### src/rtl/core/form_urlencoded_splitter_unit_defines.svh
// ----------------------------------------------------------------------------
// form_urlencoded_splitter_unit_defines
// assertion macros shared by the splitter rtl
// ----------------------------------------------------------------------------
`ifndef FORM_URLENCODED_SPLITTER_UNIT_DEFINES_SVH
`define FORM_URLENCODED_SPLITTER_UNIT_DEFINES_SVH

// plain property that must hold at every edge outside reset
`define FUS_ASSERT_ALWAYS(label, clk, rst, cond) \
   label: assert property (@(posedge clk) disable iff (rst) (cond)) \
      else $error("invariant violated");

// same-cycle implication
`define FUS_ASSERT_IMPL(label, clk, rst, ante, cons) \
   label: assert property (@(posedge clk) disable iff (rst) (ante) |-> (cons)) \
      else $error("implication violated");

// next-cycle implication
`define FUS_ASSERT_NEXT(label, clk, rst, ante, cons) \
   label: assert property (@(posedge clk) disable iff (rst) (ante) |=> (cons)) \
      else $error("next-cycle implication violated");

`endif

### src/rtl/core/fus_pkg.sv
// ----------------------------------------------------------------------------
// fus_pkg
// types, character codes and digit decode for the form splitter
// ----------------------------------------------------------------------------
package fus_pkg;

   localparam logic [7:0] CHAR_PLUS    = 8'h2b;
   localparam logic [7:0] CHAR_SPACE   = 8'h20;
   localparam logic [7:0] CHAR_AMP     = 8'h26;
   localparam logic [7:0] CHAR_EQUAL   = 8'h3d;
   localparam logic [7:0] CHAR_PERCENT = 8'h25;
   localparam logic [7:0] CHAR_UPPER_A = 8'h41;
   localparam logic [7:0] CHAR_ZERO    = 8'h30;
   localparam logic [7:0] CASE_MASK    = 8'hdf;
   localparam logic [7:0] ALPHA_BASE   = 8'd10;

   localparam logic [15:0] COUNT_MAX   = 16'hffff;

   // response queue entries, a power of two so the pointers wrap by themselves
   localparam int QUEUE_DEPTH = 4;

   typedef enum logic [1:0] {
      KIND_NAME     = 2'd0,
      KIND_VALUE    = 2'd1,
      KIND_PAIR_END = 2'd2,
      KIND_STR_END  = 2'd3
   } kind_type;

   typedef enum logic [1:0] {
      ESC_NONE = 2'd0,
      ESC_HIGH = 2'd1,
      ESC_LOW  = 2'd2
   } esc_type;

   typedef struct packed {
      logic [7:0]  out_byte;
      kind_type    kind;
      logic [15:0] pair_number;
      logic        bad_escape;
      logic        last;
   } rsp_type;

   // unchecked hex digit decode, 8-bit wrap
   function automatic logic [7:0] digit_value(input logic [7:0] d);
      logic [7:0] v;
      if (d >= CHAR_UPPER_A) begin
         v = (d & CASE_MASK) - CHAR_UPPER_A + ALPHA_BASE;
      end else begin
         v = d - CHAR_ZERO;
      end
      return v;
   endfunction

endpackage

### src/rtl/core/form_urlencoded_splitter_unit.sv
// ----------------------------------------------------------------------------
// form_urlencoded_splitter_unit
// splits a form-urlencoded argument string into name/value bytes and pair ends
// ----------------------------------------------------------------------------
// Usage: the req channel takes one string byte per request, with req_tlast on
// the final byte of the string. The rsp channel gives name bytes, value bytes
// (percent-unescaped, '+' as space), a pair-end marker per non-empty pair and,
// when no pair is open at the string end, a string-end marker. rsp_tlast is
// set on the last response of a string.
// Each request is decoded in the cycle it is accepted and its zero, one or two
// responses are written into a four-entry response queue; rsp is driven from
// the registered queue, not from the byte. One request is taken every cycle
// while the queue holds at most two entries, so the rate is one byte per
// cycle, bounded by the single response per cycle the queue drains when a
// byte yields two responses (string end closing a pair).
// Reset clears the parse state, pair counter and the queue, with no
// initialization sequence after it. When the receiver stalls, the queue fills and
// req_tready drops once fewer than two entries are free.
// ----------------------------------------------------------------------------
`include "form_urlencoded_splitter_unit_defines.svh"

module form_urlencoded_splitter_unit (
   input  logic        clock,
   input  logic        reset,
   input  logic        req_tvalid,
   output logic        req_tready,
   input  logic [7:0]  req_tdata,   // [7:0] in_byte
   input  logic        req_tlast,   // end_of_string
   output logic        rsp_tvalid,
   input  logic        rsp_tready,
   output logic [31:0] rsp_tdata,   // [7:0] out_byte, [23:8] pair_number,
                                    // [24] bad_escape, [31:25] zero
   output logic [1:0]  rsp_tuser,   // [1:0] kind
   output logic        rsp_tlast    // last
);
   import fus_pkg::*;

   localparam int PtrW = $clog2(QUEUE_DEPTH);
   localparam int CntW = $clog2(QUEUE_DEPTH + 1);
   localparam logic [CntW-1:0] FreeLimit = CntW'(QUEUE_DEPTH - 2);
   localparam logic [CntW-1:0] FullCount = CntW'(QUEUE_DEPTH);

   // parse state
   logic          value_part_ff, value_part_in;
   esc_type       esc_ff, esc_in;
   logic [3:0]    high_nib_ff, high_nib_in;
   logic          pair_open_ff, pair_open_in;
   logic [15:0]   pair_count_ff, pair_count_in;

   // response queue
   rsp_type             queue_ff [QUEUE_DEPTH];
   logic [PtrW-1:0]     wr_ptr_ff, wr_ptr_in;
   logic [PtrW-1:0]     rd_ptr_ff, rd_ptr_in;
   logic [CntW-1:0]     count_ff, count_in;

   logic        req_accept;
   logic        rsp_accept;
   logic [7:0]  b;
   logic [7:0]  dig;
   logic        a_valid;
   rsp_type     a_rsp;
   logic        e_valid;
   rsp_type     e_rsp;
   logic [PtrW-1:0] e_ptr;
   logic [1:0]  push_n;
   rsp_type     head;

   // state after the byte itself, before the string-end step
   logic        mid_value_part;
   esc_type     mid_esc;
   logic [3:0]  mid_high_nib;
   logic        mid_pair_open;
   logic [15:0] mid_pair_count;

   assign req_tready = (count_ff <= FreeLimit);
   assign req_accept = req_tvalid && req_tready;
   assign rsp_accept = rsp_tvalid && rsp_tready;

   assign b   = (req_tdata == CHAR_PLUS) ? CHAR_SPACE : req_tdata;
   assign dig = digit_value(b);

   always_comb begin
      mid_value_part = value_part_ff;
      mid_esc        = esc_ff;
      mid_high_nib   = high_nib_ff;
      mid_pair_open  = pair_open_ff;
      mid_pair_count = pair_count_ff;
      a_valid        = 1'b0;
      a_rsp          = '{out_byte: 8'd0, kind: KIND_NAME, pair_number: pair_count_ff,
                         bad_escape: 1'b0, last: 1'b0};
      if (b == CHAR_AMP) begin
         if (pair_open_ff) begin
            a_valid          = 1'b1;
            a_rsp.kind       = KIND_PAIR_END;
            a_rsp.bad_escape = (esc_ff != ESC_NONE);
            mid_value_part   = 1'b0;
            mid_esc          = ESC_NONE;
            mid_high_nib     = 4'd0;
            mid_pair_open    = 1'b0;
            if (pair_count_ff != COUNT_MAX) begin
               mid_pair_count = pair_count_ff + 16'd1;
            end
         end
      end else begin
         mid_pair_open = 1'b1;
         if (!value_part_ff) begin
            if (b == CHAR_EQUAL) begin
               mid_value_part = 1'b1;
            end else begin
               a_valid        = 1'b1;
               a_rsp.out_byte = b;
            end
         end else if (esc_ff == ESC_HIGH) begin
            mid_high_nib = dig[3:0];
            mid_esc      = ESC_LOW;
         end else if (esc_ff == ESC_LOW) begin
            mid_esc        = ESC_NONE;
            mid_high_nib   = 4'd0;
            a_valid        = 1'b1;
            a_rsp.kind     = KIND_VALUE;
            a_rsp.out_byte = {high_nib_ff, 4'd0} + dig;
         end else if (b == CHAR_PERCENT) begin
            mid_esc = ESC_HIGH;
         end else begin
            a_valid        = 1'b1;
            a_rsp.kind     = KIND_VALUE;
            a_rsp.out_byte = b;
         end
      end
   end

   // string end: close the open pair or report the pair total
   always_comb begin
      e_valid = req_tlast;
      e_rsp   = '{out_byte: 8'd0, kind: KIND_STR_END, pair_number: mid_pair_count,
                  bad_escape: 1'b0, last: 1'b1};
      if (mid_pair_open) begin
         e_rsp.kind       = KIND_PAIR_END;
         e_rsp.bad_escape = (mid_esc != ESC_NONE);
      end
   end

   always_comb begin
      value_part_in = value_part_ff;
      esc_in        = esc_ff;
      high_nib_in   = high_nib_ff;
      pair_open_in  = pair_open_ff;
      pair_count_in = pair_count_ff;
      if (req_accept) begin
         if (req_tlast) begin
            value_part_in = 1'b0;
            esc_in        = ESC_NONE;
            high_nib_in   = 4'd0;
            pair_open_in  = 1'b0;
            pair_count_in = 16'd0;
         end else begin
            value_part_in = mid_value_part;
            esc_in        = mid_esc;
            high_nib_in   = mid_high_nib;
            pair_open_in  = mid_pair_open;
            pair_count_in = mid_pair_count;
         end
      end
   end

   assign push_n    = req_accept ? ({1'b0, a_valid} + {1'b0, e_valid}) : 2'd0;
   assign e_ptr     = wr_ptr_ff + PtrW'(a_valid);
   assign wr_ptr_in = wr_ptr_ff + PtrW'(push_n);
   assign rd_ptr_in = rd_ptr_ff + PtrW'(rsp_accept);
   assign count_in  = count_ff + CntW'(push_n) - CntW'(rsp_accept);

   always_ff @(posedge clock) begin
      if (reset) begin
         value_part_ff <= 1'b0;
         esc_ff        <= ESC_NONE;
         high_nib_ff   <= 4'd0;
         pair_open_ff  <= 1'b0;
         pair_count_ff <= 16'd0;
         wr_ptr_ff     <= '0;
         rd_ptr_ff     <= '0;
         count_ff      <= '0;
      end else begin
         value_part_ff <= value_part_in;
         esc_ff        <= esc_in;
         high_nib_ff   <= high_nib_in;
         pair_open_ff  <= pair_open_in;
         pair_count_ff <= pair_count_in;
         wr_ptr_ff     <= wr_ptr_in;
         rd_ptr_ff     <= rd_ptr_in;
         count_ff      <= count_in;
      end
   end

   always_ff @(posedge clock) begin
      if (req_accept && a_valid) begin
         queue_ff[wr_ptr_ff] <= a_rsp;
      end
      if (req_accept && e_valid) begin
         queue_ff[e_ptr] <= e_rsp;
      end
   end

   assign head       = queue_ff[rd_ptr_ff];
   assign rsp_tvalid = (count_ff != '0);
   assign rsp_tdata  = {7'd0, head.bad_escape, head.pair_number, head.out_byte};
   assign rsp_tuser  = head.kind;
   assign rsp_tlast  = head.last;

   `FUS_ASSERT_ALWAYS(a_queue_bound, clock, reset, count_ff <= FullCount)
   `FUS_ASSERT_IMPL(a_escape_in_value, clock, reset, esc_ff != ESC_NONE, value_part_ff)
   `FUS_ASSERT_NEXT(a_end_clears, clock, reset, req_accept && req_tlast,
      pair_count_ff == 16'd0 && !pair_open_ff && !value_part_ff)
   `FUS_ASSERT_IMPL(a_data_flags, clock, reset,
      rsp_tvalid && (rsp_tuser == KIND_NAME || rsp_tuser == KIND_VALUE),
      !rsp_tdata[24] && !rsp_tlast)

endmodule
### config.mk
export PLATFORM = sky130hd
export DESIGN_NAME = form_urlencoded_splitter_unit
export DESIGN_NICKNAME = d
export VERILOG_FILES = /design/src/rtl/core/fus_pkg.sv /design/src/rtl/core/form_urlencoded_splitter_unit.sv
export VERILOG_INCLUDE_DIRS = /design/src /design/src/rtl/core
export SDC_FILE = /design/constraint.sdc
export NUM_CORES = 1
export LEC_CHECK = 0
export ABC_CLOCK_PERIOD_IN_PS = 4400
export BUFFER_PORTS_ARGS = -buffer_cell sky130_fd_sc_hd__buf_2
export CAP_MARGIN = 25
export CELL_PAD_IN_SITES_DETAIL_PLACEMENT = 0
export CELL_PAD_IN_SITES_GLOBAL_PLACEMENT = 1
export CORE_UTILIZATION = 49
export CTS_CLUSTER_DIAMETER = 200
export DETAILED_ROUTE_END_ITERATION = 12
export HOLD_SLACK_MARGIN = 0.06
export PLACE_DENSITY_LB_ADDON = 0.1
export REMOVE_ABC_BUFFERS = 1
export SYNTH_ARGS = -nofsm -noshare
export SYNTH_HDL_FRONTEND = slang
export SYNTH_SLANG_ARGS = --single-unit
### constraint.sdc
create_clock -name clock -period 4.4 [get_ports clock]
set_clock_uncertainty 0.1 [all_clocks]
set_input_delay 0.44 -clock clock [delete_from_list [all_inputs] [get_ports clock]]
set_output_delay 0.44 -clock clock [all_outputs]
set_load 0.02 [all_outputs]
# Yosys cells after proc, flatten, opt, wreduce, memory -nomap -nowiden
# Memories as Yosys holds them, arrays and structs flattened. A register that Yosys moved wholly into a read port is not among the register bits.
# Cells that the tools add are included.
# totals
memories	1
output_inout_bits	37
register_bits	31
ramBits	112
# mem_list
name	words	word_bits	rd	rd_ports_with_merged_regs	write_ports	line	rtl
queue_ff	4	28	1	1	2	form_urlencoded_splitter_unit.sv:51	rsp_type queue_ff [QUEUE_DEPTH];
# op_classes
mux	52
n_reduce_logical	11
order_cmp	2
add_sub_neg	11
eq_ne	8
# ops
op	count
$mux W16	4
$mux W8	5
$eq A8 B6 Y1 const B	4
$mux W10	3
$mux W2	12
$mux W4	6
$mux W1	22
$add A16 B1 Y16 const B	1
$ne A16 B16 Y1 const B	1
$add A8 B4 Y8 const B	1
$add A8 B8 Y8	1
$ge A8 B7 Y1 const B	1
$sub A8 B6 Y8 const B	1
$sub A8 B7 Y8 const B	1
$reduce_bool A3 Y1	2
$add A2 B1 Y2	2
$logic_and A1 B1 Y1	4
$reduce_and A4 Y1	1
$reduce_bool A2 Y1	2
$reduce_bool A4 Y1	1
$add A3 B2 Y3	1
$le A3 B2 Y1 const B	1
$ne A3 B3 Y1 const B	1
$sub A3 B1 Y3	1
other kinds (5)	5

# Longest topological paths before layout
# logic_depth
depth_word	12
depth_mapped	19

# Worst setup path before layout
# Ideal clock, no wire load.
# synth_timing
path_kind	input to register
from	input req_tdata[7]
to	memory queue_ff[1][10] (netlist bit) (enable)
setup_time_ps	374
path_slack_ps	635
t_arrival_ps	3291
cell_stages	15
cell_sequence	inv_1 -> ha_1 -> and4b_2 -> buf_4 -> and2_4 -> clkbuf_8 -> nor2_1 -> a21oi_1 -> ha_1 -> nand4_1 -> or2_2 -> clkbuf_1 -> and2_2 -> clkbuf_8 -> inv_1
# synth_lines
item	line	rtl
from (decl)	form_urlencoded_splitter_unit.sv:27	input logic [7:0] req_tdata,
to (decl)	form_urlencoded_splitter_unit.sv:51	

==> run metrics <==
Final ANT Viol Nets=0; Total Routing Usage GR=0.278; crit path max fanout=15; Critical R2R Launch=esc_ff[1]; Die W=131 um; first-pass GRT wire length=35.0 mm; Placer Congestion=0.920; share of cells above drive strength 1=0.207; WHS Path Cells=2; largest net degree at the start of global routing=30; Area Overhead vs Synth=10.9%; core box area=16100 um2; Lkg Pwr=3.18 nW; sequential area share after synthesis=0.441; HPWL after detailed placement=15.8 mm; CTS resizes=0; number of distinct library cells after synthesis=82; I/O pin count=50; Syn. warnings=0; clk_lat worst skew=0.42 ns; clk buf depth=2; Synth area leader=edfxtp_1; share of the synthesized area in the top cell type=0.266; Power per Cell Area=520 nW/um2; Syn Inst Count=779; Post-layout nets=841; initial drt markers=613; crit path time final=3.89 ns; hold_sp=queue_ff[1][0]; RSZ-0062 raised after global routing=no; drt first pass iters=6; GR Overflow Total=0; Worst Tran Pin Value=1.08 ns; Setup violations, final=0; Peak VDD IR=0.332 mV; Yosys reg bits=143; routed len/inst=21.9 um; Hold Vio Cnt, Final=0; H-tree depth=4; Req. time, crit path=4.45 ns; row cnt=46; Layout fillers=1374; CTS Hold Bufs=0; Die H=131 um; Mapped Area=8130 um2; highest clock rate=0.257 GHz; max_slew headroom=0.276; max_cap viols=0; CTS sink cnt=143; Tcrit/Tclk final=0.884; DR vias=6482; Initial Utilization=0.506; mean area per synthesized cell=10.4 um2; Critical Path Start Type=flop; Hold Crit Class=reg -> reg; initial antenna violation count=1; most frequent cell after synthesis=nand2_1; # DRC=0; CTS Buf Count=17; Place WS=0.213 ns; Worst R2R Setup Slack=0.51 ns; CTS tree=yes; CP Data Arrival Time=3.94 ns; EDFF count, synth=72; Root Driver=clkbuf_16; reg2reg end=queue_ff[1][4]; top post-synthesis cells by area=edfxtp_1 27%, dfxtp_1 17%, mux4_2 7.8%, nand2_1 3.9%, ha_1 3.7%; Post-CTS Setup Bufs=0; FF-to-FF path depth=12; status=finished clean; dominant synthesized flop cell=edfxtp_1; critical path class=reg -> reg; Crit. End Element=flop; max-slew violation count=0; vias per cell=6.28; synth cell count leaders=85 x nand2_1, 72 x edfxtp_1, 71 x dfxtp_1, 58 x o21ai_0, 49 x nor2_1; async set-reset flop share out of synthesis=0; port bufs=42; Die ar.=17100 um2; Final WS setup=0.511 ns; Worst-path clk slew=0.06 ns; vias in the first global route=6220; WHS Endpoint=queue_ff[1][0]; Setup TNS=0 ns; final WL=22.6 mm
-- worst max path at each step --
stage	cells after the start	from	slack, ns	end
final	12	esc_ff[1]	0.51	queue_ff[1][4]
after global routing	14	req_tdata[7]	0.18	queue_ff[1][4]
after CTS	12	esc_ff[1]	0.63	queue_ff[1][10]
after detailed placement	14	req_tdata[7]	0.21	queue_ff[1][10]
after global placement	14	req_tdata[7]	0.32	queue_ff[1][10]
after floorplan	11	req_tdata[7]	0.37	queue_ff[0][10]
-- power by group --
group          leakage [nW]  internal (mW)  switching, mW
logic                  1.68          0.599          0.829
clock network         0.276          0.810          0.573
registers              1.23           1.71          0.164
total                  3.18           3.12           1.57
-- through the flow --
stage / instance area, um2 / total power [mW] / hold WS [ns] / utilization / cells
after global placement: 8450 / 3.28 / 0.329 / 0.526 / 999
after detailed placement: 8450 / 3.33 / 0.341 / 0.526 / 999
after global routing: 9010 / 4.90 / 0.376 / 0.561 / 1031
after CTS: 9010 / 4.70 / 0.350 / 0.561 / 1031
after floorplan: 7770 / 2.82 / 0.319 / - / 716
final: 9010 / 4.68 / 0.349 / 0.561 / 1032
-- registers in the layout, summed over array words and instances, names as in the netlist --
name           count
rd_ptr_ff          2
pair_count_ff     16
count_ff           3
high_nib_ff        4
esc_ff             2
pair_open_ff       1
wr_ptr_ff          2
value_part_ff      1
queue_ff         112
-- worst max-delay path, stage by stage, from the launching register on --
cell	delay [ns]
dfxtp_1	0.38
inv_1	0.11
ha_1	0.26
nand2b_1	0.27
a31o_2	0.30
a21oi_1	0.22
ha_1	0.25
nand4_1	0.19
nor2_1	0.86
nor2_1	0.11
buf_4	0.26
o21ai_0	0.20
o31ai_1	0.10
-- routing by layer --
layer,share of wire,global-route usage
met2,0.48,0.460
met5,0,0
met3,0.077,0.0456
met4,0.022,0.0906
met1,0.42,0.371
-- layout make-up --
cell class	instances	area [um2]	share of cell area
Clock inverter	13	110	0.0122
Clock buffer	19	454	0.0504
Timing Repair Buffer	67	398	0.0441
Antenna cell	1	2.50	0.000278
Tap cell	216	270	0.0300
Inverter	29	109	0.0121
Sequential cell	143	3580	0.398
Multi-Input combinational cell	544	4080	0.453
-- cells in the final DEF (no fill, tap or decap), drive strengths merged, types with 6 or more instances in the layout --
cell    count
nand2      85
edfxtp     72
dfxtp      71
o21ai      67
buf        67
nor2       52
a21oi      44
a22o       34
inv        31
mux4       28
ha         24
clkbuf     19
nand3      19
a31oi      19
o31ai      12
a22oi      11
xnor2      10
o22ai      10
a32o        9
and2        9
clkinv      8
nand2b      7
nand4       7
conb        7
xor2        6
nor3        6
-- cell families (layout without fill, tap and decap cells) --
family                     Yosys count  in the layout  synth area share
and+or+nand+nor                    216            216             0.133
adders and majority gates           26             26            0.0419
buffers and inverters               98            128            0.0597
AOI/OAI and AO/OA                  245            245             0.221
other                                1              8          0.000462
DFF                                143            143             0.441
muxes                               34             34            0.0855
xor gates and xnor gates            16             16            0.0172
No activity file was read; power rests on OpenSTA's default activity.
